$ cat config.mk
export PLATFORM = sky130hd
export DESIGN_NAME = humidity_temp_conversion_top_flat
export DESIGN_NICKNAME = d
export VERILOG_FILES = /design/src/sv/htc_pkg.sv /design/src/sv/htc_if.sv /design/src/sv/htc_front.sv /design/src/sv/htc_sum.sv /design/src/sv/htc_div.sv /design/src/sv/humidity_temp_conversion_top.sv /design/src/flat_wrapper.sv
export SDC_FILE = /design/constraint.sdc
export NUM_CORES = 2
export LEC_CHECK = 0
export BUFFER_PORTS_ARGS = -buffer_cell sky130_fd_sc_hd__buf_2
export CORE_MARGIN = 1
export CORE_UTILIZATION = 40
export DETAILED_ROUTE_END_ITERATION = 8
export PLACE_DENSITY = 0.58
export SLEW_MARGIN = 20
export SYNTH_ARGS = -nofsm -noshare
export SYNTH_HDL_FRONTEND = slang
export SYNTH_SLANG_ARGS = --single-unit
$ cat constraint.sdc
create_clock -name i_clk -period 17.4 [get_ports i_clk]
set_clock_uncertainty 0.2 [all_clocks]
set_input_delay 0 -clock i_clk [delete_from_list [all_inputs] [get_ports i_clk]]
set_output_delay 0 -clock i_clk [all_outputs]
set_load 0.02 [all_outputs]
$ cat src/sv/htc_pkg.sv
// Package for the humidity/temperature conversion block: widths, beat types,
// fixed-point constants and the clamp codes. No dependencies.
package htc_pkg;

    localparam int OFFS_W = 13;   // temperature offset register
    localparam int RAWT_W = 14;   // raw temperature count
    localparam int RAWH_W = 12;   // raw humidity count
    localparam int TEMP_W = 15;   // temperature, centi-degrees
    localparam int HUM_W  = 14;   // humidity, centi-percent
    localparam int FLAG_W = 2;
    localparam int TSUM_W = 16;   // offset + count before saturation
    localparam int A_W    = 16;   // 1000 + 8*rh
    localparam int P1_W   = 41;
    localparam int P2_W   = 38;
    localparam int P3_W   = 33;
    localparam int X_W    = 44;   // RH in units of 1e-10 %RH
    localparam int Z_W    = 32;   // (x + half a centi) >> 8
    localparam int Q_W    = 14;

    localparam logic signed [OFFS_W-1:0] OFFS_RESET = -13'sd3970;
    localparam logic signed [TEMP_W-1:0] TEMP_MAX   = 15'sd16383;
    localparam logic signed [TEMP_W-1:0] TEMP_MIN   = -15'sd16384;
    localparam logic signed [TSUM_W-1:0] TEMP_REF   = 16'sd2500;

    // RH = C1 + C2*rh - C3*rh^2 + (tc - 2500)*(1000 + 8*rh)*1000, in 1e-10 %RH
    localparam logic signed [X_W-1:0] RH_C1    = -44'sd20468000000;
    localparam logic [28:0]           RH_C2    = 29'd367000000;
    localparam logic [13:0]           RH_C3    = 14'd15955;
    localparam logic [9:0]            RH_TBASE = 10'd1000;
    localparam logic signed [X_W-1:0] RH_TSCL  = 44'sd1000;
    localparam logic signed [X_W-1:0] X_HI     = 44'sd1000000000000; // 100 %
    localparam logic signed [X_W-1:0] X_LO     = 44'sd1000000000;    // 0.1 %
    localparam logic signed [X_W-1:0] X_HALF   = 44'sd50000000;      // half a centi

    // 1e8 = 256 * 390625; quotient by reciprocal then one correction step
    localparam logic [18:0] DIV_D     = 19'd390625;
    localparam logic [13:0] DIV_RECIP = 14'd10995;    // floor(2^32 / 390625)

    localparam logic [HUM_W-1:0] HUM_MAX = 14'd10000;
    localparam logic [HUM_W-1:0] HUM_MIN = 14'd10;

    typedef enum logic [FLAG_W-1:0] {
        CLAMP_NONE = 2'd0,
        CLAMP_HIGH = 2'd1,
        CLAMP_LOW  = 2'd2
    } t_clamp;

    typedef struct packed {
        logic [RAWT_W-1:0] raw_temp;
        logic [RAWH_W-1:0] raw_humidity;
    } t_in_beat;

    typedef struct packed {
        logic signed [TEMP_W-1:0] temperature_centi;
        logic [HUM_W-1:0]         humidity_centi;
        logic [FLAG_W-1:0]        clamp_flag;
    } t_out_beat;

    // after the products stage
    typedef struct packed {
        logic signed [TEMP_W-1:0] tc;
        logic [P1_W-1:0]          p1;
        logic [P2_W-1:0]          p2;
        logic signed [P3_W-1:0]   p3;
    } t_prod;

    // after the sum and clamp stage
    typedef struct packed {
        logic signed [TEMP_W-1:0] tc;
        t_clamp                   flag;
        logic [Z_W-1:0]           z;
    } t_frac;

endpackage

$ cat src/sv/htc_if.sv
// Valid/ready channel interfaces: sample input, result output, offset write.
// Depends on htc_pkg.
interface htc_in_if import htc_pkg::*; ();
    logic     valid;
    logic     ready;
    t_in_beat payload;
    modport source (output valid, output payload, input ready);
    modport sink   (input valid, input payload, output ready);
endinterface

interface htc_out_if import htc_pkg::*; ();
    logic      valid;
    logic      ready;
    t_out_beat payload;
    modport source (output valid, output payload, input ready);
    modport sink   (input valid, input payload, output ready);
endinterface

interface htc_cfg_if import htc_pkg::*; ();
    logic                     valid;
    logic                     ready;
    logic signed [OFFS_W-1:0] data;
    modport source (output valid, output data, input ready);
    modport sink   (input valid, input data, output ready);
endinterface

$ cat src/sv/htc_front.sv
// Stages 1 and 2: saturated temperature, rh squared, then the three products.
// Depends on htc_pkg.
module htc_front import htc_pkg::*; (
    input  logic                     i_clk,
    input  logic                     i_rst_n,
    input  logic signed [OFFS_W-1:0] i_temp_offset,
    input  logic                     i_valid,
    output logic                     o_ready,
    input  t_in_beat                 i_beat,
    output logic                     o_valid,
    input  logic                     i_ready,
    output t_prod                    o_prod
);

    logic                     r_v1, r_v2;
    logic                     en1, en2;
    logic signed [TEMP_W-1:0] r_tc1;
    logic [RAWH_W-1:0]        r_rh1;
    logic [2*RAWH_W-1:0]      r_rh2;
    logic [A_W-1:0]           r_a1;
    t_prod                    r_prod;

    logic signed [TSUM_W-1:0] n_tsum;
    logic signed [TEMP_W-1:0] n_tc;
    logic [2*RAWH_W-1:0]      n_rh2;
    logic [A_W-1:0]           n_a;
    logic signed [TSUM_W-1:0] tdiff;
    t_prod                    n_prod;

    assign en2     = !r_v2 || i_ready;
    assign en1     = !r_v1 || en2;
    assign o_ready = en1;
    assign o_valid = r_v2;
    assign o_prod  = r_prod;

    // stage 1
    always_comb begin
        n_tsum = {{(TSUM_W-OFFS_W){i_temp_offset[OFFS_W-1]}}, i_temp_offset}
               + {{(TSUM_W-RAWT_W){1'b0}}, i_beat.raw_temp};
        if (n_tsum > TSUM_W'(TEMP_MAX)) begin
            n_tc = TEMP_MAX;
        end else if (n_tsum < TSUM_W'(TEMP_MIN)) begin
            n_tc = TEMP_MIN;
        end else begin
            n_tc = n_tsum[TEMP_W-1:0];
        end
        n_rh2 = (2*RAWH_W)'(i_beat.raw_humidity) * (2*RAWH_W)'(i_beat.raw_humidity);
        n_a   = A_W'(RH_TBASE) + {{(A_W-RAWH_W-3){1'b0}}, i_beat.raw_humidity, 3'b000};
    end

    // stage 2
    always_comb begin
        tdiff     = {r_tc1[TEMP_W-1], r_tc1} - TEMP_REF;
        n_prod.tc = r_tc1;
        n_prod.p1 = P1_W'(r_rh1) * P1_W'(RH_C2);
        n_prod.p2 = P2_W'(r_rh2) * P2_W'(RH_C3);
        n_prod.p3 = P3_W'(tdiff) * P3_W'(signed'({1'b0, r_a1}));
    end

    always_ff @(posedge i_clk) begin
        if (!i_rst_n) begin
            r_v1 <= 1'b0;
            r_v2 <= 1'b0;
        end else begin
            if (en1) r_v1 <= i_valid;
            if (en2) r_v2 <= r_v1;
        end
    end

    always_ff @(posedge i_clk) begin
        if (en1 && i_valid) begin
            r_tc1 <= n_tc;
            r_rh1 <= i_beat.raw_humidity;
            r_rh2 <= n_rh2;
            r_a1  <= n_a;
        end
        if (en2 && r_v1) begin
            r_prod <= n_prod;
        end
    end

endmodule

$ cat src/sv/htc_sum.sv
// Stage 3: sums the products into exact RH, decides the clamp and pre-shifts
// the rounded value for the divider. Depends on htc_pkg.
module htc_sum import htc_pkg::*; (
    input  logic  i_clk,
    input  logic  i_rst_n,
    input  logic  i_valid,
    output logic  o_ready,
    input  t_prod i_prod,
    output logic  o_valid,
    input  logic  i_ready,
    output t_frac o_frac
);

    logic               r_v;
    logic               en;
    t_frac              r_frac;
    logic signed [X_W-1:0] n_x;
    logic signed [X_W-1:0] n_y;
    t_frac              n_frac;

    assign en      = !r_v || i_ready;
    assign o_ready = en;
    assign o_valid = r_v;
    assign o_frac  = r_frac;

    always_comb begin
        n_x = RH_C1 + signed'(X_W'(i_prod.p1)) - signed'(X_W'(i_prod.p2))
            + X_W'(i_prod.p3) * RH_TSCL;
        n_y = n_x + X_HALF;
        n_frac.tc = i_prod.tc;
        n_frac.z  = n_y[Z_W+7:8];   // 1e8 = 2^8 * 390625
        if (n_x > X_HI) begin
            n_frac.flag = CLAMP_HIGH;
        end else if (n_x < X_LO) begin
            n_frac.flag = CLAMP_LOW;
        end else begin
            n_frac.flag = CLAMP_NONE;
        end
    end

    always_ff @(posedge i_clk) begin
        if (!i_rst_n) begin
            r_v <= 1'b0;
        end else if (en) begin
            r_v <= i_valid;
        end
    end

    always_ff @(posedge i_clk) begin
        if (en && i_valid) begin
            r_frac <= n_frac;
        end
    end

endmodule

$ cat src/sv/htc_div.sv
// Stages 4 and 5: divide by 390625 via reciprocal estimate and one correction,
// then select the clamped or rounded humidity. Depends on htc_pkg.
module htc_div import htc_pkg::*; (
    input  logic      i_clk,
    input  logic      i_rst_n,
    input  logic      i_valid,
    output logic      o_ready,
    input  t_frac     i_frac,
    output logic      o_valid,
    input  logic      i_ready,
    output t_out_beat o_beat
);

    localparam int PROD_W = Z_W + Q_W;
    localparam int REM_W  = Z_W + 1;

    logic                     r_v4, r_v5;
    logic                     en4, en5;
    logic signed [TEMP_W-1:0] r_tc4;
    t_clamp                   r_flag4;
    logic [Z_W-1:0]           r_z4;
    logic [Q_W-1:0]           r_q0;
    t_out_beat                r_beat;

    logic [PROD_W-1:0]        n_prod;
    logic [REM_W-1:0]         n_sub;
    logic [REM_W-1:0]         n_rem;
    logic [Q_W-1:0]           n_q;
    t_out_beat                n_beat;

    assign en5     = !r_v5 || i_ready;
    assign en4     = !r_v4 || en5;
    assign o_ready = en4;
    assign o_valid = r_v5;
    assign o_beat  = r_beat;

    // estimate is the quotient or one short of it
    assign n_prod = PROD_W'(i_frac.z) * PROD_W'(DIV_RECIP);

    always_comb begin
        n_sub = REM_W'(r_q0) * REM_W'(DIV_D);
        n_rem = REM_W'(r_z4) - n_sub;
        n_q   = (n_rem >= REM_W'(DIV_D)) ? r_q0 + 1'b1 : r_q0;
        n_beat.temperature_centi = r_tc4;
        n_beat.clamp_flag        = r_flag4;
        case (r_flag4)
            CLAMP_HIGH: n_beat.humidity_centi = HUM_MAX;
            CLAMP_LOW:  n_beat.humidity_centi = HUM_MIN;
            default:    n_beat.humidity_centi = n_q;
        endcase
    end

    always_ff @(posedge i_clk) begin
        if (!i_rst_n) begin
            r_v4 <= 1'b0;
            r_v5 <= 1'b0;
        end else begin
            if (en4) r_v4 <= i_valid;
            if (en5) r_v5 <= r_v4;
        end
    end

    always_ff @(posedge i_clk) begin
        if (en4 && i_valid) begin
            r_tc4   <= i_frac.tc;
            r_flag4 <= i_frac.flag;
            r_z4    <= i_frac.z;
            r_q0    <= n_prod[PROD_W-1:Z_W];
        end
        if (en5 && r_v4) begin
            r_beat <= n_beat;
        end
    end

endmodule

$ cat src/sv/humidity_temp_conversion_top.sv
// Top level of the humidity/temperature conversion block.
// Depends on htc_pkg, htc_if, htc_front, htc_sum and htc_div.
//
// Usage
//   i_in  : one beat per sample pair (raw_temp, raw_humidity), valid/ready.
//   o_out : one beat per sample: temperature_centi, humidity_centi, clamp_flag.
//   i_cfg : writes the signed temperature offset; always ready. Write it only
//           while no sample is in flight.
// Timing
//   Five register stages: saturated temperature and rh^2, the three products,
//   exact sum with clamp decision, reciprocal quotient estimate, correction
//   and output register. Throughput is one beat per cycle while the output
//   is taken.
// Reset
//   All stages empty, offset back to -39.70 degrees.
// Back-pressure
//   Each stage has its own valid bit and holds while the next cannot take its beat, so
//   bubbles close up; input stays ready unless all five stages hold beats and
//   the output is not taken. Nothing is dropped or repeated.
module humidity_temp_conversion_top import htc_pkg::*; (
    input  logic       i_clk,
    input  logic       i_rst_n,
    htc_in_if.sink     i_in,
    htc_out_if.source  o_out,
    htc_cfg_if.sink    i_cfg
);

    logic signed [OFFS_W-1:0] r_temp_offset;

    logic  prod_valid, prod_ready;
    t_prod prod;
    logic  frac_valid, frac_ready;
    t_frac frac;

    // offset register, written whenever a write beat arrives
    assign i_cfg.ready = 1'b1;

    always_ff @(posedge i_clk) begin
        if (!i_rst_n) begin
            r_temp_offset <= OFFS_RESET;
        end else if (i_cfg.valid) begin
            r_temp_offset <= i_cfg.data;
        end
    end

    htc_front u_front (
        .i_clk         (i_clk),
        .i_rst_n       (i_rst_n),
        .i_temp_offset (r_temp_offset),
        .i_valid       (i_in.valid),
        .o_ready       (i_in.ready),
        .i_beat        (i_in.payload),
        .o_valid       (prod_valid),
        .i_ready       (prod_ready),
        .o_prod        (prod)
    );

    htc_sum u_sum (
        .i_clk   (i_clk),
        .i_rst_n (i_rst_n),
        .i_valid (prod_valid),
        .o_ready (prod_ready),
        .i_prod  (prod),
        .o_valid (frac_valid),
        .i_ready (frac_ready),
        .o_frac  (frac)
    );

    htc_div u_div (
        .i_clk   (i_clk),
        .i_rst_n (i_rst_n),
        .i_valid (frac_valid),
        .o_ready (frac_ready),
        .i_frac  (frac),
        .o_valid (o_out.valid),
        .i_ready (o_out.ready),
        .o_beat  (o_out.payload)
    );

    // humidity always inside the clamp window
    a_hum_range: assert property (@(posedge i_clk) disable iff (!i_rst_n)
        o_out.valid |-> (o_out.payload.humidity_centi >= HUM_MIN
                         && o_out.payload.humidity_centi <= HUM_MAX))
        else $error("humidity outside clamp window");

    // clamp codes agree with the value shown
    a_clamp_hi: assert property (@(posedge i_clk) disable iff (!i_rst_n)
        (o_out.valid && o_out.payload.clamp_flag == CLAMP_HIGH)
        |-> o_out.payload.humidity_centi == HUM_MAX)
        else $error("high clamp without full-scale humidity");

    a_clamp_lo: assert property (@(posedge i_clk) disable iff (!i_rst_n)
        (o_out.valid && o_out.payload.clamp_flag == CLAMP_LOW)
        |-> o_out.payload.humidity_centi == HUM_MIN)
        else $error("low clamp without minimum humidity");

    // with the output stage empty no stage can block the input
    a_no_block: assert property (@(posedge i_clk) disable iff (!i_rst_n)
        !o_out.valid |-> i_in.ready)
        else $error("input stalled with empty output stage");

endmodule
$ cat src/flat_wrapper.sv
// flat-port wrapper written by rule: the top's interface ports become plain ports
module humidity_temp_conversion_top_flat import htc_pkg::*;
  (i_clk, i_rst_n, i_in_valid, i_in_payload, i_in_ready, o_out_valid, o_out_payload, o_out_ready, i_cfg_valid, i_cfg_data, i_cfg_ready);
  htc_in_if i_in_i ();
  htc_out_if o_out_i ();
  htc_cfg_if i_cfg_i ();
  input  logic i_clk;
  input  logic i_rst_n;
  input wire logic [$bits(i_in_i.valid)-1:0] i_in_valid;
  input wire logic [$bits(i_in_i.payload)-1:0] i_in_payload;
  output wire logic [$bits(i_in_i.ready)-1:0] i_in_ready;
  output wire logic [$bits(o_out_i.valid)-1:0] o_out_valid;
  output wire logic [$bits(o_out_i.payload)-1:0] o_out_payload;
  input wire logic [$bits(o_out_i.ready)-1:0] o_out_ready;
  input wire logic [$bits(i_cfg_i.valid)-1:0] i_cfg_valid;
  input wire logic [$bits(i_cfg_i.data)-1:0] i_cfg_data;
  output wire logic [$bits(i_cfg_i.ready)-1:0] i_cfg_ready;
  assign i_in_i.valid = i_in_valid;
  assign i_in_i.payload = i_in_payload;
  assign i_in_ready = i_in_i.ready;
  assign o_out_valid = o_out_i.valid;
  assign o_out_payload = o_out_i.payload;
  assign o_out_i.ready = o_out_ready;
  assign i_cfg_i.valid = i_cfg_valid;
  assign i_cfg_i.data = i_cfg_data;
  assign i_cfg_ready = i_cfg_i.ready;
  humidity_temp_conversion_top u_core (.i_clk(i_clk), .i_rst_n(i_rst_n), .i_in(i_in_i), .o_out(o_out_i), .i_cfg(i_cfg_i));
endmodule
Word-level counts from Yosys, hierarchy flattened
Index checks and enable logic that the tools add are counted.
Storage, ports and cells
  register bits after elaboration: 349
  bits of input ports: 44
Operators by class
  multiply operators: 7
  multiplexer cells: 4
  order comparisons: 5
  reductions and logical operators: 15
  equal/unequal tests: 2
  $add $sub $neg: 9
Operators by type and width (number)
  $mul 32x14->46 const B: 1
  $add 44x44->44: 1
  $gt 44x41->1 const B: 1
  $lt 44x31->1 const B: 1
  $sub 43x39->44: 1
  $add 36x42->43 const A: 1
  $mul 33x8->41 const B: 1
  $add 40x27->40 const B: 1
  $mul 24x14->38 const B: 1
  $mul 12x23->35 const B: 1
  $ge 33x19->1 const B: 1
  $mul 14x19->33 const B: 1
  $mul 16x17->33: 1
  $sub 32x33->33: 1
  $pmux 14 s2: 1
  $mul 12x12->24: 1
  $add 10x15->16 const A: 1
  $add 13x15->16: 1
  $gt 16x15->1 const B: 1
  $lt 16x15->1 const B: 1
  $sub 15x13->16 const B: 1
  $mux 15: 1
  $add 14x1->14 const B: 1
  $mux 14: 1
  6 further kinds: 18

Depth between registers and ports, before layout
  depth after elaboration: 7
  gate-level depth with buffers: 35

Cells and area by module
From an unflattened synthesis, not the netlist that was laid out.
Unflattened totals
  cell total of the unflattened synthesis: 5956
  area, all modules: 60580.6 um^2
By module, submodules not included
  htc_front: times used 1, area each 28587.4 um^2, cells each 2675
  htc_div: times used 1, area each 18296.3 um^2, cells each 1753
  htc_sum: times used 1, area each 13196.4 um^2, cells each 1484
  humidity_temp_conversion_top: times used 1, area each 500.5 um^2, cells each 44

Least setup slack after synthesis
No wires, ideal clock.
  kind: register to register
  from: reg u_core.u_div.r_v5 (netlist: u_core.u_div.o_valid)
  to: reg u_core.u_front.r_prod, in the netlist u_core.u_front.o_prod[100] (enable)
  required time: 16432 ps
  clock period less this slack: 10226 ps
  stages on the path, launching flop included: 5
  data arrival time: 9258 ps
  setup slack: 7174 ps
  path through: dfxtp_1 > nor2b_1 > and3_1 > clkbuf_1 > a21boi_0
Between the ends
  cells in the longest elaborated chain, start to end: 6
Ends and longest elaborated chain
  start, declared: line htc_div.sv:17  | logic r_v4, r_v5;
  start signal, assigned: line htc_div.sv:59  | if (en5) r_v5 <= r_v4;
  $logic_not 1->1: line htc_div.sv:31  | assign en5 = !r_v5 || i_ready;
  $logic_or 1x1->1: line htc_div.sv:31
  $logic_or 1x1->1: line htc_div.sv:32  | assign en4 = !r_v4 || en5;
  $logic_or 1x1->1: line htc_sum.sv:21  | assign en = !r_v || i_ready;
  $logic_or 1x1->1: line htc_front.sv:30  | assign en2 = !r_v2 || i_ready;
  $logic_and 1x1->1: line htc_front.sv:77  | if (en2 && r_v1) begin
  end signal, assigned: line htc_front.sv:78  | r_prod <= n_prod;
  end, declared: line htc_front.sv:21  | t_prod r_prod;
Every way passes these cells.
A chain may end at the register's enable or synchronous reset.

==> impl_metrics.toml <==
[worst_setup_path]
critPathLaunch = "u_core.u_front.r_tc1[2]"
r2r_start = "u_core.u_front.r_tc1[2]"
arrival_ps = 9300
r2r-end = "u_core.u_front.o_prod[30]"
cp-start-kind = "flop"
worstSetupPathType = "flop to flop"
r2r_cells = 27
rrSetupSlack_ps = 8240
crit_end = "u_core.u_front.o_prod[30]"
required_ps = 17540
cp-end-kind = "flop"
path_max_fanout = 13

[placement]
dp_slack_ps = 8250
place_congestion = 0.897
hpwl_mm = 111
io_buffers = 76

[sta]
layout_setup_ws_ps = 8240
worst_pin_slew_ps = 1080
drv_slew = 0
setup-tns-final_ps = 0
hold_viol = 0
finalCriticalPeriod_ps = 9160
fmax_mhz = 109
slew_headroom_pct = 27.5
rsz0062_at_grt = "no"
min_period_over_period_pct = 52.7
setup_viol = 0

[global_routing]
track_usage_pct = 18.6
grt_pass1_vias = 41700
grt_overflow = 0
grt_pass1_wl_mm = 220
grt_max_degree = 64
antenna_found_initial = 0

[routing]
drt_iter0_markers = 1623
wl_mm = 132
wl_per_cell_um = 16.9
vias = 38300
drc = 0
firstDrtPassIters = 5
drtAntennaViolNets = 0
avgViaCountPerCell = 4.91

[logic_synthesis]
netlist_instances = 5696
synth-xor-area-share_pct = 4.16
synth_top_family_by_area = "adder cells"
ys_types = 82
synthFlopType = "edfxtp_1"
synth_compound_area_share_pct = 7.88
ys_warn_count = 0
synth_area_mm2 = 0.0584
muxShareOfSynthArea_pct = 0.418
syn_nets = 7611
yosysSeqAreaShare_pct = 17.1
synth_adder_area_share_pct = 52.2
async_flop_share_pct = 0
synth-edff-count = 321
syn_avg_cell_area_um2 = 10.3
synthSimpleGateAreaFrac_pct = 8.20
ys_ff_latch = 339

[cells_and_area]
nNetsFinal = 7765
area_growth_pct = 8.74
final_common_cell = "inv_1"
drive_gt1_share_pct = 3.65
antenna_cells = 0
final_cell_mix = "1482 x inv_1, 945 x fa_1, 926 x ha_1"

[floorplanning]
dieArea_mm2 = 0.148
coreArea_mm2 = 0.144
row_count = 139
die_y_um = 384
io_pins = 78
initial_core_util_pct = 40.5
die_w_um = 384

[run]
max_cap_viol_count = 0

[clock_network]
clk_latency_ps = 610
cts_tree = "built"
htree_levels = 2
path_clk_slew_ps = 60
cts.sinks = 339
clock-root-buffer = "clkbuf_16"
numCtsBuffers = 44
clockBufferDepth = 3
ctsResizeCount = 0

[run_status]
outcome = "finished clean"

[min_path]
hold_class = "input pin to flop"
## cells by family (layout without fill, tap and decap cells)
logic type	after synthesis	count (layout)
other	1	1
adder cells (fa/ha/maj)	1871	1871
AND/OR/NAND/NOR	937	937
AO/OA/AOI/OAI	691	691
multiplexers	24	24
buffers and inverters	1557	1746
flip-flops	339	339
XOR/XNOR	276	276
## stage by stage
| stage | utilization, % | cells | hold WS, ps | instance area [µm²] |
|---|---|---|---|---|
| 6_report | 44.1 | 7788 | 160 | 63500 |
| 5_1_grt | 44.1 | 7788 | 131 | 63500 |
| 4_1_cts | 44.1 | 7788 | 77.6 | 63500 |
| 3_5_place_dp | 42.4 | 7616 | 23.3 | 61100 |
| 3_3_place_gp | 42.4 | 7616 | 16.6 | 61100 |
| 2_1_floorplan | - | 5696 | -101 | 58400 |
## layer usage
metal | wire length [µm] | global-route usage [%]
met5 | 0 | 0
met4 | 2380 | 3.49
met3 | 4000 | 1.89
met2 | 65400 | 32.8
met1 | 60200 | 24.9
## layout make-up
type | instances | area [µm²]
fill | 13700 | 80600
clock buffer | 51 | 1170
tap | 1903 | 2380
sequential | 339 | 10000
multi-input combinational | 3800 | 42600
timing repair buffer | 183 | 1410
inverter | 1482 | 5560
clock inverter | 30 | 370
## sequential cells by signal, summed over array words and instances, names as in the netlist, 2 cells and up
signal	flops
u_core.u_front.r_rh2	22
u_core.u_front.r_a1	13
u_core.u_front.o_prod	116
u_core.u_div.r_tc4	15
u_core.u_div.o_beat	31
u_core.u_front.r_rh1	12
u_core.u_div.r_z4	32
u_core.r_temp_offset	13
u_core.u_sum.o_frac	49
u_core.u_front.r_tc1	15
u_core.u_div.r_q0	14
u_core.u_div.r_flag4	2
## cell usage after synthesis, types with 25 or more instances
cell / count / area, µm²
inv_1: 1482 / 5560
fa_1: 945 / 18900
ha_1: 926 / 11600
edfxtp_1: 321 / 9640
nand2_1: 244 / 916
a21oi_1: 187 / 936
xnor2_1: 183 / 1600
nor2_1: 160 / 601
and2_1: 139 / 870
o21ai_0: 110 / 551
xor2_1: 92 / 806
a21o_1: 84 / 631
clkbuf_1: 71 / 267
nor2b_1: 69 / 432
nand3_1: 67 / 335
o21a_1: 64 / 480
nor3_1: 61 / 305
and3_1: 37 / 231
nand2b_1: 32 / 200
o21bai_1: 30 / 225
or3_1: 30 / 188
a211oi_1: 27 / 203
a31oi_1: 25 / 156
## critical path, cell delays in order, from the launching register on
cell       delay [ps]
edfxtp_1          620
inv_1             290
ha_1              210
nor3b_1           360
nor2_1            120
o31ai_1           320
and2_1            190
xor2_1            800
and2_1            270
fa_1              410
inv_1              80
fa_1              430
fa_1              530
fa_1              440
fa_1              490
inv_1              50
fa_1              430
ha_1              360
a21o_1            180
a21oi_1           230
o21ai_0           160
a21oi_1           200
nand2_1            80
and4_1            210
a2111oi_0         760
o31ai_1           150
a21oi_1           210
xnor2_1            80
## how the worst min path moves through the flow
stage                     start                       end  cells after the start
2_1_floorplan   i_in_payload[0]   u_core.u_front.r_rh1[0]                      0
3_3_place_gp      i_cfg_data[4]   u_core.r_temp_offset[4]                      3
3_5_place_dp      i_cfg_data[4]   u_core.r_temp_offset[4]                      3
4_1_cts         i_in_payload[6]   u_core.u_front.r_rh1[6]                      2
5_1_grt         i_in_payload[6]   u_core.u_front.r_rh1[6]                      2
6_report       i_in_payload[11]  u_core.u_front.r_rh1[11]                      2
## what timing repair did
item	in CTS	in global routing
setup buffers	0	0
hold buffers	91	0
hold endpoints to repair	65	0
Power is not shown: default switching activity piles up to over one toggle a cycle in this logic, so the estimate is an artifact.
